<file path="config.mk">
export PLATFORM = sky130hd
export DESIGN_NAME = tlv_record_payload_validator_top
export DESIGN_NICKNAME = d
export VERILOG_FILES = /design/src/tlv_pkg.sv /design/src/tlv_core.sv /design/src/tlv_record_payload_validator_top.sv
export SDC_FILE = /design/constraint.sdc
export NUM_CORES = 1
export LEC_CHECK = 0
export ABC_CLOCK_PERIOD_IN_PS = 7500
export BUFFER_PORTS_ARGS = -buffer_cell sky130_fd_sc_hd__clkbuf_2
export CORE_MARGIN = 5
export CORE_UTILIZATION = 35
export DETAILED_ROUTE_END_ITERATION = 7
export PLACE_DENSITY = 0.49
export RECOVER_POWER = 100
export SETUP_SLACK_MARGIN = 0.4
export SYNTH_ARGS = -nofsm -noshare
export SYNTH_HDL_FRONTEND = slang
export SYNTH_SLANG_ARGS = --single-unit
</file>
<file path="constraint.sdc">
create_clock -name clk -period 7.5 [get_ports clk]
set_input_delay 0 -clock clk [delete_from_list [all_inputs] [get_ports clk]]
set_output_delay 0 -clock clk [all_outputs]
set_load 0.01 [all_outputs]
</file>
<file path="src/tlv_pkg.sv">
// Shared types and constants for the record payload validator.
package tlv_pkg;

  // Field widths.
  localparam int unsigned KeyLenW    = 8;
  localparam int unsigned TypeW      = 8;
  localparam int unsigned ValLenW    = 16;
  localparam int unsigned BodyLeftW  = 17;
  localparam int unsigned RecCountW  = 11;
  localparam int unsigned EntryW     = 10;
  localparam int unsigned ByteCountW = 17;
  localparam int unsigned ExpectedW  = 16;
  localparam int unsigned CfgDataW   = 17;
  localparam int unsigned CfgIdxW    = 2;

  // The effective quota never goes above this.
  localparam logic [ByteCountW-1:0] QuotaCeiling = 17'h10000;

  // Register reset values.
  localparam logic [7:0]  RstMaxKeyLen = 8'd64;
  localparam logic [15:0] RstMaxStrLen = 16'd4096;
  localparam logic [9:0]  RstMaxEntries = 10'd128;
  localparam logic [16:0] RstQuota      = 17'd16384;

  // Configuration register indexes.
  localparam logic [CfgIdxW-1:0] CfgMaxKeyLen  = 2'd0;
  localparam logic [CfgIdxW-1:0] CfgMaxStrLen  = 2'd1;
  localparam logic [CfgIdxW-1:0] CfgMaxEntries = 2'd2;
  localparam logic [CfgIdxW-1:0] CfgQuota      = 2'd3;

  // Record value types.
  localparam logic [TypeW-1:0] TypeBool   = 8'd1;
  localparam logic [TypeW-1:0] TypeInt    = 8'd2;
  localparam logic [TypeW-1:0] TypeNumber = 8'd3;
  localparam logic [TypeW-1:0] TypeString = 8'd4;

  // Fixed value lengths for the scalar types.
  localparam logic [ValLenW-1:0] LenBool   = 16'd1;
  localparam logic [ValLenW-1:0] LenInt    = 16'd4;
  localparam logic [ValLenW-1:0] LenNumber = 16'd8;

  // Result status codes; the sticky error uses the same codes.
  typedef enum logic [2:0] {
    ST_VALID      = 3'd0,
    ST_MALFORMED  = 3'd1,
    ST_TOO_MANY   = 3'd2,
    ST_MISMATCH   = 3'd3,
    ST_OVER_QUOTA = 3'd4
  } status_t;

  // Where the parser stands within a record.
  typedef enum logic [2:0] {
    HP_KEY_LEN = 3'd0,
    HP_TYPE    = 3'd1,
    HP_VLEN_LO = 3'd2,
    HP_VLEN_HI = 3'd3,
    HP_BODY    = 3'd4
  } hdr_pos_t;

  // One input item.
  typedef struct packed {
    logic [7:0]           byte_value;
    logic                 byte_present;
    logic                 last;
    logic [ExpectedW-1:0] expected_entries;
  } item_t;

  // Configuration registers as seen by the parser.
  typedef struct packed {
    logic [7:0]  max_key_length;
    logic [15:0] max_string_length;
    logic [9:0]  max_entries;
    logic [16:0] quota_bytes;
  } cfg_t;

  // One result item.
  typedef struct packed {
    status_t               status;
    logic [EntryW-1:0]     record_total;
    logic [ByteCountW-1:0] payload_length;
  } result_t;

endpackage

</file>
<file path="src/tlv_core.sv">
// Stream state and per-byte record checks of the payload validator.
module tlv_core (
  input  logic             clk,
  input  logic             rst_n,
  input  logic             step,
  input  tlv_pkg::item_t   item,
  input  tlv_pkg::cfg_t    cfg,
  output tlv_pkg::result_t res
);
  import tlv_pkg::*;

  hdr_pos_t               hdr_pos_r, hdr_pos_nxt, hdr_pos_upd;
  logic [KeyLenW-1:0]     key_len_r, key_len_nxt, key_len_upd;
  logic [TypeW-1:0]       type_r, type_nxt, type_upd;
  logic [ValLenW-1:0]     val_len_r, val_len_nxt, val_len_upd;
  logic [BodyLeftW-1:0]   body_left_r, body_left_nxt, body_left_upd;
  logic [RecCountW-1:0]   rec_count_r, rec_count_nxt, rec_count_upd;
  logic [ByteCountW-1:0]  byte_count_r, byte_count_nxt, byte_count_upd;
  status_t                err_r, err_nxt, err_upd;

  logic [ByteCountW-1:0]  quota_eff;
  logic [ValLenW-1:0]     val_len_full;
  logic                   hdr_ok;
  logic [BodyLeftW-1:0]   body_left_dec;
  logic [RecCountW-1:0]   rec_count_inc;
  status_t                status;

  // Quota values above the ceiling act as the ceiling.
  assign quota_eff = (cfg.quota_bytes > QuotaCeiling) ? QuotaCeiling : cfg.quota_bytes;

  // Header check, evaluated as the high value-length byte arrives.
  assign val_len_full = {item.byte_value, val_len_r[7:0]};

  always_comb begin
    hdr_ok = (key_len_r != '0) && (key_len_r <= cfg.max_key_length);
    unique case (type_r)
      TypeBool:   hdr_ok = hdr_ok && (val_len_full == LenBool);
      TypeInt:    hdr_ok = hdr_ok && (val_len_full == LenInt);
      TypeNumber: hdr_ok = hdr_ok && (val_len_full == LenNumber);
      TypeString: hdr_ok = hdr_ok && (val_len_full <= cfg.max_string_length);
      default:    hdr_ok = 1'b0;
    endcase
  end

  assign body_left_dec = (body_left_r != '0) ? body_left_r - 1'b1 : body_left_r;
  assign rec_count_inc = rec_count_r + 1'b1;

  // Quota count and record parsing for one byte.
  always_comb begin
    hdr_pos_upd    = hdr_pos_r;
    key_len_upd    = key_len_r;
    type_upd       = type_r;
    val_len_upd    = val_len_r;
    body_left_upd  = body_left_r;
    rec_count_upd  = rec_count_r;
    byte_count_upd = byte_count_r;
    err_upd        = err_r;
    if (item.byte_present) begin
      // The byte count stops once it has passed the quota.
      if (byte_count_r <= quota_eff) begin
        byte_count_upd = byte_count_r + 1'b1;
        if (byte_count_r == quota_eff) begin
          err_upd = ST_OVER_QUOTA;
        end
      end
      // Parsing stops after the first error.
      if (err_upd == ST_VALID) begin
        unique case (hdr_pos_r)
          HP_KEY_LEN: begin
            key_len_upd = item.byte_value;
            hdr_pos_upd = HP_TYPE;
          end
          HP_TYPE: begin
            type_upd    = item.byte_value;
            hdr_pos_upd = HP_VLEN_LO;
          end
          HP_VLEN_LO: begin
            val_len_upd = {8'h00, item.byte_value};
            hdr_pos_upd = HP_VLEN_HI;
          end
          HP_VLEN_HI: begin
            val_len_upd = val_len_full;
            if (!hdr_ok) begin
              err_upd = ST_MALFORMED;
            end else begin
              body_left_upd = {9'd0, key_len_r} + {1'b0, val_len_full};
              hdr_pos_upd   = HP_BODY;
            end
          end
          HP_BODY: begin
            body_left_upd = body_left_dec;
            if (body_left_dec == '0) begin
              hdr_pos_upd   = HP_KEY_LEN;
              rec_count_upd = rec_count_inc;
              if (rec_count_inc > {1'b0, cfg.max_entries}) begin
                err_upd = ST_TOO_MANY;
              end
            end
          end
          default: hdr_pos_upd = hdr_pos_r;
        endcase
      end
    end
  end

  // Final status, then the stream state returns to reset after the last item.
  always_comb begin
    priority if (err_upd != ST_VALID) begin
      status = err_upd;
    end else if (hdr_pos_upd != HP_KEY_LEN) begin
      status = ST_MALFORMED;
    end else if ({5'd0, rec_count_upd} != item.expected_entries) begin
      status = ST_MISMATCH;
    end else begin
      status = ST_VALID;
    end

    res.status         = status;
    res.record_total   = (status == ST_VALID) ? rec_count_upd[EntryW-1:0] : '0;
    res.payload_length = (status == ST_VALID) ? byte_count_upd : '0;

    hdr_pos_nxt    = hdr_pos_r;
    key_len_nxt    = key_len_r;
    type_nxt       = type_r;
    val_len_nxt    = val_len_r;
    body_left_nxt  = body_left_r;
    rec_count_nxt  = rec_count_r;
    byte_count_nxt = byte_count_r;
    err_nxt        = err_r;
    if (step) begin
      if (item.last) begin
        hdr_pos_nxt    = HP_KEY_LEN;
        key_len_nxt    = '0;
        type_nxt       = '0;
        val_len_nxt    = '0;
        body_left_nxt  = '0;
        rec_count_nxt  = '0;
        byte_count_nxt = '0;
        err_nxt        = ST_VALID;
      end else begin
        hdr_pos_nxt    = hdr_pos_upd;
        key_len_nxt    = key_len_upd;
        type_nxt       = type_upd;
        val_len_nxt    = val_len_upd;
        body_left_nxt  = body_left_upd;
        rec_count_nxt  = rec_count_upd;
        byte_count_nxt = byte_count_upd;
        err_nxt        = err_upd;
      end
    end
  end

  // Stream state registers.
  always_ff @(posedge clk) begin
    if (!rst_n) begin
      hdr_pos_r    <= HP_KEY_LEN;
      key_len_r    <= '0;
      type_r       <= '0;
      val_len_r    <= '0;
      body_left_r  <= '0;
      rec_count_r  <= '0;
      byte_count_r <= '0;
      err_r        <= ST_VALID;
    end else begin
      hdr_pos_r    <= hdr_pos_nxt;
      key_len_r    <= key_len_nxt;
      type_r       <= type_nxt;
      val_len_r    <= val_len_nxt;
      body_left_r  <= body_left_nxt;
      rec_count_r  <= rec_count_nxt;
      byte_count_r <= byte_count_nxt;
      err_r        <= err_nxt;
    end
  end

`ifndef NO_ASSERTIONS
  // A record body in progress always has bytes still due.
  a_body_left: assert property (@(posedge clk) disable iff (!rst_n)
    (hdr_pos_r == HP_BODY) |-> (body_left_r != '0))
    else $error("body state with no bytes left");

  // The sticky error never holds the count mismatch code.
  a_err_code: assert property (@(posedge clk) disable iff (!rst_n)
    err_r != ST_MISMATCH)
    else $error("sticky error holds mismatch code");

  // The byte count never runs more than one past the quota ceiling.
  a_byte_bound: assert property (@(posedge clk) disable iff (!rst_n)
    byte_count_r <= QuotaCeiling + 1'b1)
    else $error("byte count beyond quota ceiling");

  // The last item leaves the stream state cleared.
  a_clear_last: assert property (@(posedge clk) disable iff (!rst_n)
    (step && item.last) |=> (byte_count_r == '0 && rec_count_r == '0 &&
                             hdr_pos_r == HP_KEY_LEN && err_r == ST_VALID))
    else $error("stream state not cleared after last item");
`endif

endmodule

</file>
<file path="src/tlv_record_payload_validator_top.sv">
// Top level of the record payload validator: registers, item and result stages.
// A result is registered onto out_valid when its last item leaves the item stage.
// Throughput: one item per cycle; the input stalls only while a last item waits
// behind a result that has not been taken.
// Reset (synchronous, rst_n low): configuration returns to its defaults, stream
// state clears, and both stages empty.
module tlv_record_payload_validator_top (
  input  logic                                clk,
  input  logic                                rst_n,
  input  logic                                in_valid,
  output logic                                in_stall,
  input  logic [7:0]                          in_byte_value,
  input  logic                                in_byte_present,
  input  logic                                in_last,
  input  logic [tlv_pkg::ExpectedW-1:0]       in_expected_entries,
  output logic                                out_valid,
  input  logic                                out_stall,
  output logic [2:0]                          out_status,
  output logic [tlv_pkg::EntryW-1:0]          out_record_total,
  output logic [tlv_pkg::ByteCountW-1:0]      out_payload_length,
  input  logic                                cfg_we,
  input  logic [tlv_pkg::CfgIdxW-1:0]         cfg_index,
  input  logic [tlv_pkg::CfgDataW-1:0]        cfg_wdata
);
  import tlv_pkg::*;

  cfg_t    cfg_r;
  logic    s1_valid_r, s1_valid_nxt;
  item_t   s1_item_r;
  logic    out_valid_r, out_valid_nxt;
  result_t out_res_r;
  result_t core_res;
  logic    in_accept;
  logic    out_free;
  logic    s1_go;

  // Configuration registers.
  always_ff @(posedge clk) begin
    if (!rst_n) begin
      cfg_r.max_key_length    <= RstMaxKeyLen;
      cfg_r.max_string_length <= RstMaxStrLen;
      cfg_r.max_entries       <= RstMaxEntries;
      cfg_r.quota_bytes       <= RstQuota;
    end else if (cfg_we) begin
      unique case (cfg_index)
        CfgMaxKeyLen:  cfg_r.max_key_length    <= cfg_wdata[7:0];
        CfgMaxStrLen:  cfg_r.max_string_length <= cfg_wdata[15:0];
        CfgMaxEntries: cfg_r.max_entries       <= cfg_wdata[9:0];
        CfgQuota:      cfg_r.quota_bytes       <= cfg_wdata[16:0];
        default:       cfg_r <= cfg_r;
      endcase
    end
  end

  // Handshake: the item stage moves on unless it holds a last item with nowhere to go.
  assign out_free  = !out_valid_r || !out_stall;
  assign s1_go     = s1_valid_r && (!s1_item_r.last || out_free);
  assign in_stall  = s1_valid_r && !s1_go;
  assign in_accept = in_valid && !in_stall;

  always_comb begin
    s1_valid_nxt = s1_valid_r;
    if (in_accept) begin
      s1_valid_nxt = 1'b1;
    end else if (s1_go) begin
      s1_valid_nxt = 1'b0;
    end

    out_valid_nxt = out_valid_r;
    if (s1_go && s1_item_r.last) begin
      out_valid_nxt = 1'b1;
    end else if (out_valid_r && !out_stall) begin
      out_valid_nxt = 1'b0;
    end
  end

  // Valid flags of both stages.
  always_ff @(posedge clk) begin
    if (!rst_n) begin
      s1_valid_r  <= 1'b0;
      out_valid_r <= 1'b0;
    end else begin
      s1_valid_r  <= s1_valid_nxt;
      out_valid_r <= out_valid_nxt;
    end
  end

  // Item and result payload registers.
  always_ff @(posedge clk) begin
    if (in_accept) begin
      s1_item_r.byte_value       <= in_byte_value;
      s1_item_r.byte_present     <= in_byte_present;
      s1_item_r.last             <= in_last;
      s1_item_r.expected_entries <= in_expected_entries;
    end
    if (s1_go && s1_item_r.last) begin
      out_res_r <= core_res;
    end
  end

  tlv_core u_core (
    .clk   (clk),
    .rst_n (rst_n),
    .step  (s1_go),
    .item  (s1_item_r),
    .cfg   (cfg_r),
    .res   (core_res)
  );

  assign out_valid          = out_valid_r;
  assign out_status         = out_res_r.status;
  assign out_record_total   = out_res_r.record_total;
  assign out_payload_length = out_res_r.payload_length;

endmodule

</file>
; ---- Yosys cells after proc, flatten, opt, wreduce, memory -nomap -nowiden
; Cells that the tools add are included.
[word_totals]
reg_bits = 184
inputBits = 50
output_inout_bits = 32
wordCells = 141
[op_classes]
n_addsub = 4
magnitude_cmp = 5
eq_ne = 18
muxes = 51
reduce_logical = 42
[op_table]
columns = operator, n
row1 = $mux 17, 9
row2 = $mux 8, 11
row3 = $mux 11, 5
row4 = $mux 3, 16
row5 = $pmux 17 s2, 1
row6 = $add 17x1->17 const B, 1
row7 = $add 8x16->17, 1
row8 = $eq 17x17->1, 1
row9 = $gt 17x17->1 const B, 1
row10 = $le 17x17->1, 1
row11 = $logic_not 17->1, 1
row12 = $reduce_bool 17->1, 1
row13 = $sub 17x1->17 const B, 1
row14 = $eq 16x1->1 const B, 1
row15 = $eq 16x3->1 const B, 1
row16 = $eq 16x4->1 const B, 1
row17 = $eq 8x2->1 const B, 2
row18 = $le 16x16->1, 1
row19 = $ne 11x16->1, 1
row20 = $pmux 8 s2, 1
row21 = $pmux 3 s5, 1
row22 = $reduce_bool 2->1, 7
row23 = $add 11x1->11 const B, 1
row24 = $gt 11x10->1, 1
row25 = 24 further kinds, 52

; ---- Longest topological paths before layout
[depth]
ltp_word = 14
ltp_mapped = 18
ltp_nobuf = 14

; ---- Modules after synthesis
; A second synthesis with hierarchy kept.
[hier_totals]
cells_unflattened = 1222
area_unflattened_um2 = 10969.3
[by_module_without_submodules]
columns = module, n_inst, cells_each, area_per_inst_um2, seq_area_each_um2
row1 = tlv_core, 1, 961, 7262.0, 1501.4
row2 = tlv_record_payload_validator_top, 1, 261, 3707.3, 2742.6

; ---- Worst setup path after synthesis
; No wires, ideal clock.
[synth_path]
path_kind = flip-flop to flip-flop
from = reg u_core.rec_count_r[0]
to = reg out_res_r (netlist bit out_record_total[0]), data pin
setup_ns = 0.135
arrival_ns = 3.732
t_required_ns = 7.365
setup_slack_ns = 3.632
stages_incl_launch_ff = 18
path_buffers = 4
period_less_slack_ns = 3.868
path_cell_list = dfxtp_1 ha_1 clkbuf_1 and3_1 and3_1 clkbuf_1 nand3_1 xnor2_1 ha_1 a21o_1 a211oi_1 o21ai_1 and2_1 or3_1 or3_1 buf_6 buf_12 nor2_4
[synth_via]
elab_chain_cells = 10
word_cells_on_any_way = 17
classes_between = add/sub (1) / order compare (1) / eq/ne (1) / mux (12) / reduce/logical (2)
[synth_lines]
columns = item, line
row1 = start: declaration, tlv_core.sv:17  ; logic [RecCountW-1:0] rec_count_r, rec_count_nxt, rec_count_upd;
row2 = start signal: assignment, tlv_core.sv:170  ; rec_count_r <= rec_count_nxt;
row3 = $add 11x1->11, tlv_core.sv:46  ; assign rec_count_inc = rec_count_r + 1'b1;
row4 = $gt 11x10->1 or $mux 11 (tied branches), "tlv_core.sv:95, tlv_core.sv:92"
row5 = $mux 3 or $mux 11 (tied branches), "tlv_core.sv:95, tlv_core.sv:68"
row6 = $mux 3 or $mux 11 (tied branches), "tlv_core.sv:92, tlv_core.sv:67"
row7 = $pmux 3 s2 or $mux 11 (tied branches), "tlv_core.sv:68, tlv_core.sv:58"
row8 = $mux 3 or $ne 11x16->1 (tied branches), "tlv_core.sv:67, tlv_core.sv:112"
row9 = $mux 3 or $mux 2 (tied branches), "tlv_core.sv:58, tlv_core.sv:112"
row10 = $reduce_bool 3->1 or $mux 3 (tied branches), "tlv_core.sv:108, tlv_core.sv:110"
row11 = $mux 3, tlv_core.sv:108  ; priority if (err_upd != ST_VALID) begin
row12 = $logic_not 3->1, tlv_core.sv:119  ; res.record_total = (status == ST_VALID) ? rec_count_upd[EntryW-1:0] : '0;
row13 = end signal: assignment, tlv_record_payload_validator_top.sv:97  ; out_res_r <= core_res;
row14 = end: declaration, tlv_record_payload_validator_top.sv:31  ; result_t out_res_r;
; Several ways; a longest one is shown, not always the timed one.
; A chain may end at the register's enable or synchronous reset.

; ---- Final worst setup path
[layout_path]
from = reg cfg_r[11] in the netlist's numbering
to = reg out_res_r (netlist bit out_payload_length[5]), data pin
[layout_via]
elab_chain_cells = 14
word_cells_on_any_way = 27
classes_between = order compare (2) / eq/ne (2) / mux (19) / reduce/logical (4)
[layout_lines]
columns = item, line
row1 = start: declaration, tlv_record_payload_validator_top.sv:27  ; cfg_t cfg_r;
row2 = start signal: assignment, tlv_record_payload_validator_top.sv:50  ; default: cfg_r <= cfg_r;
row3 = $gt 17x17->1, tlv_core.sv:29  ; assign quota_eff = (cfg.quota_bytes > QuotaCeiling) ? QuotaCeiling : cfg.quota_bytes;
row4 = $mux 17 *, tlv_core.sv:29
row5 = branches (longest 12 deep; another with $le 17x17->1), -
; Mark *: on every way between the ends. The select of a mux whose other input is x is not followed.

==> results.md <==
* Sequential share of power at 48.2%
* Synth Area in XOR/XNOR at approximately 5.5%
* Main synth FF type: dfxtp_1
* Logic pwr share at 7.9%
* Setup violators final at 0
* Clock-pin slew on the worst setup and hold paths at 0.07 ns
* Failing checks: max-capacitance violations, max-slew violations
* Post-Syn Area at between 10000 and 15000 um^2
* Final-report max-slew violation count at about 110
* Compound-Gate Fraction of Synth Area at 18.5%
* Root Buffer: clkbuf_16
* Sequential share of the synthesized area at ~40%
* Mux cell area share after synthesis at less than 1%
* H-Tree Depth at 4
* CP max FO at 27
* P_sw at around 0.00053 W
* Synth Instances at ~1200
* CP Cell Sequence: nor4_1, a41o_1, nand2_1, ha_1, nand4_1, nor2_1, a211oi_1, nand4_2, nor2_1, mux2i_1, a211oi_1, o211ai_1, or3_2, nor2_1
* Number of detailed-route iterations in the first pass at 5
* Clk sink count at about 180
* Hold_buf cts at between 40 and 50
* Net count, final at 1399
* Vias at approximately 9000
* Relative slew slack at -24.0%
* Largest family of logic cells by synthesized area: simple AND/OR/NAND/NOR gates
* Most used cell, CP: nor2_1
* CTS Buf Count at 17
* Layout cells sized above 1 at a little under a tenth
* Core area at 30400 um^2
* Post-CTS resize count at 0
* Clock skew at 0.0152 ns
* Gr ovfl total at 0
* Placer Congestion at around 0.9
* Syn Area/Cell at approximately 9 um^2
* Die X at 185 um
* Setup_tns at 0 ns
* Clock latency on the worst-skew pair at 0.44 ns
* Post-synth EDFFs at 56
* Ports at slightly above 80
* Synth unique cells at between 70 and 80
* Max cap viols at 4
* Synth Area in Simple Gates at 23.5%
* Die area at approximately 34000 um^2
* YS warnings at 0
* Adder-Cell Fraction of Synth Area at between 7 and 8%
* Final min period at 5.39 ns
* Final ANT Viol Nets at 0
* CP max stage cell: or3_2
* Final hold vios at 0
* CP Launch Type: flip-flop
* Sw frac at 23.8%
* Dpl hpwl at approximately 23 mm
* Post-CTS setup buffer count at 0
* #FFs+latches synth at about 180
* Wire length per cell at 18.5 um
* FF/Latch Area at approximately 4200 um^2
* Maximum number of pins on one net before global-route repair at 38
* Global-route wire length before repair at between 40 and 50 mm
* Slowest stage delay, CP at about 0.96 ns
* Diodes inserted at 0
* CP Class: reg -> reg
* DRC Markers at 0
* CTS tree: done
* DR vias/cell at 5.33
* Pleak at between 4 and 5 nW
* Setup crit end kind: flip-flop
* Final Cycle Share at 71.8%
* DRT iter0 DRCs at 781
* Area grow syn2layout at 15.8%
* FMAX at between 150 and 200 MHz
* Worst-margin pin slew at ~1.9 ns
* P_int at about 0.0017 W
* Routed wire length at 31.4 mm
* Initial antenna violation count at 0
* RSZ-0062 raised after global routing: no
* Net Count, Synth at 1307
* Power per cell area at 179 nW/um^2
* Status: finished with violations
* HP Class: in -> reg
* Multi-input gate area at 5950 um^2
* FP Rows at 64
* Initial Util at about a third
* Peak supply drop at about 0.00015 V
* Vias in the first global route at 8697
* Deepest clock path buffer count at 2
* Port bufs at 81
* Worst EP arrival at 5.67 ns
* Power, Total at about 0.0022 W
* Worst path required time at between 7 and 8 ns
* Clock power share at a little over two fifths
* Die Y-Extent at approximately 180 um
* Filler Cell Count at 3109
* Ys async rst share at 0%
* Total track usage at 18.2%
-- power groups by stage --
stage | combinational [W] | sequential, W | clock [W]
floorplan | 0.000102 | 0.00108 | 0
global placement | 0.000160 | 0.00109 | 0
detailed placement | 0.000160 | 0.00109 | 0
CTS | 0.000179 | 0.00107 | 0.00100
global route | 0.000196 | 0.00107 | 0.00104
finish | 0.000176 | 0.00107 | 0.000975
-- sequential cells by signal (all words and copies together) (netlist names) --
name and count:
cfg_r 51, s1_item_r 26, out_payload_length 17, u_core.body_left_r 17, u_core.byte_count_r 17, u_core.rec_count_r 11, out_record_total 10, u_core.key_len_r 8
u_core.type_r 8, u_core.val_len_r 8, out_status 3, u_core.err_r 3, u_core.hdr_pos_r 3, out_valid 1, s1_valid_r 1
-- worst max-delay path, delay by kind of cell, from the launching register on --
kind	cells	cell delay (ns)
simple gates	8	3.04
compound gates	4	1.31
flops	1	0.32
fa+ha+maj	1	0.31
mux	1	0.19
-- area by class of cell --
class | instances | area share (%)
sequential | 184 | 34.2
multi-input combinational | 890 | 48.0
tap | 396 | 4.00
timing repair buffer | 135 | 6.91
inverter | 57 | 1.73
clock buffer | 22 | 4.01
clock inverter | 10 | 1.11
-- cell usage after synthesis, types with 10 or more instances --
library cell | number | share of area [%]
a21boi_0 | 39 | 2.7
a21o_1 | 18 | 1.3
a21oi_1 | 59 | 2.8
a22o_1 | 11 | 0.90
a22oi_1 | 35 | 2.5
a31oi_1 | 12 | 0.70
and2_1 | 10 | 0.58
and3_1 | 21 | 1.2
clkbuf_1 | 52 | 1.8
dfxtp_1 | 128 | 24
edfxtp_1 | 56 | 16
ha_1 | 63 | 7.4
inv_1 | 56 | 2.0
nand2_1 | 163 | 5.7
nand3_1 | 26 | 1.2
nand3b_1 | 10 | 0.70
nand4_1 | 31 | 1.8
nor2_1 | 75 | 2.6
nor2_4 | 19 | 2.0
nor2b_1 | 27 | 1.6
nor3_1 | 15 | 0.70
nor4_1 | 14 | 0.82
o21ai_0 | 41 | 1.9
or3_1 | 18 | 1.1
xnor2_1 | 28 | 2.3
xor2_1 | 39 | 3.2
-- metal layers --
layer	part of all wire, %	global-route usage (%)	vias to the layer above
met4	1.2	4.37	0
met3	4.6	2.89	22
met2	44	28.2	249
met1	50	26.7	4288
met5	0	0	-
li1	-	-	4474
-- placed cells by master (no fill, tap or decap), types with 6 or more instances in the layout --
| master | count |
|---|---|
| nand2_1 | 163 |
| dfxtp_1 | 128 |
| nor2_1 | 77 |
| ha_1 | 63 |
| a21oi_1 | 59 |
| inv_1 | 56 |
| edfxtp_1 | 56 |
| clkbuf_2 | 46 |
| dlygate4sd3_1 | 45 |
| o21ai_0 | 43 |
| clkbuf_1 | 43 |
| xor2_1 | 39 |
| a21boi_0 | 39 |
| a22oi_1 | 35 |
| nand4_1 | 31 |
| xnor2_1 | 28 |
| nor2b_1 | 27 |
| nand3_1 | 26 |
| and3_1 | 21 |
| clkbuf_16 | 19 |
| a21o_1 | 18 |
| nor2_4 | 18 |
| or3_1 | 17 |
| nor3_1 | 15 |
| nor4_1 | 14 |
| a31oi_1 | 12 |
| a22o_1 | 11 |
| and2_1 | 10 |
| nand3b_1 | 10 |
| nand2b_1 | 9 |
| o21a_1 | 9 |
| o211ai_1 | 8 |
| a211oi_1 | 7 |
| o22ai_1 | 6 |
| mux2i_1 | 6 |
-- metrics by stage --
| step | cells | utilization, % | worst slack (ns) | hold slack [ns] | area (um^2) |
|---|---|---|---|---|---|
| after CTS | 1694 | 41.0 | 2.36 | 0.0848 | 12500 |
| after global placement | 1617 | 37.5 | 2.48 | 0.177 | 11400 |
| after floorplan | 1193 | - | 3.63 | 0.0989 | 10700 |
| final | 1694 | 40.7 | 2.11 | 0.119 | 12400 |
| after global routing | 1694 | 40.7 | 1.66 | 0.147 | 12400 |
| after detailed placement | 1617 | 37.5 | 2.40 | 0.179 | 11400 |
-- logic make-up after synthesis --
group,after synthesis
AND/OR/NAND/NOR,468
AO/OA/AOI/OAI,285
flip-flops,184
buffers and inverters,119
XOR/XNOR,67
adder cells (fa/ha/maj),64
multiplexers,6
-- path summary, 6_finish.rpt --
kind | to | start | slack (ns) | depth (start not counted)
max | out_payload_length[5] | cfg_r[11] | 2.11 | 14
min | cfg_r[26] | cfg_index[0] | 0.12 | 4
max reg2reg | out_payload_length[5] | cfg_r[11] | 2.11 | 14
min reg2reg | cfg_r[38] | cfg_r[38] | 0.46 | 2
Power figures use the tool's default switching activity.
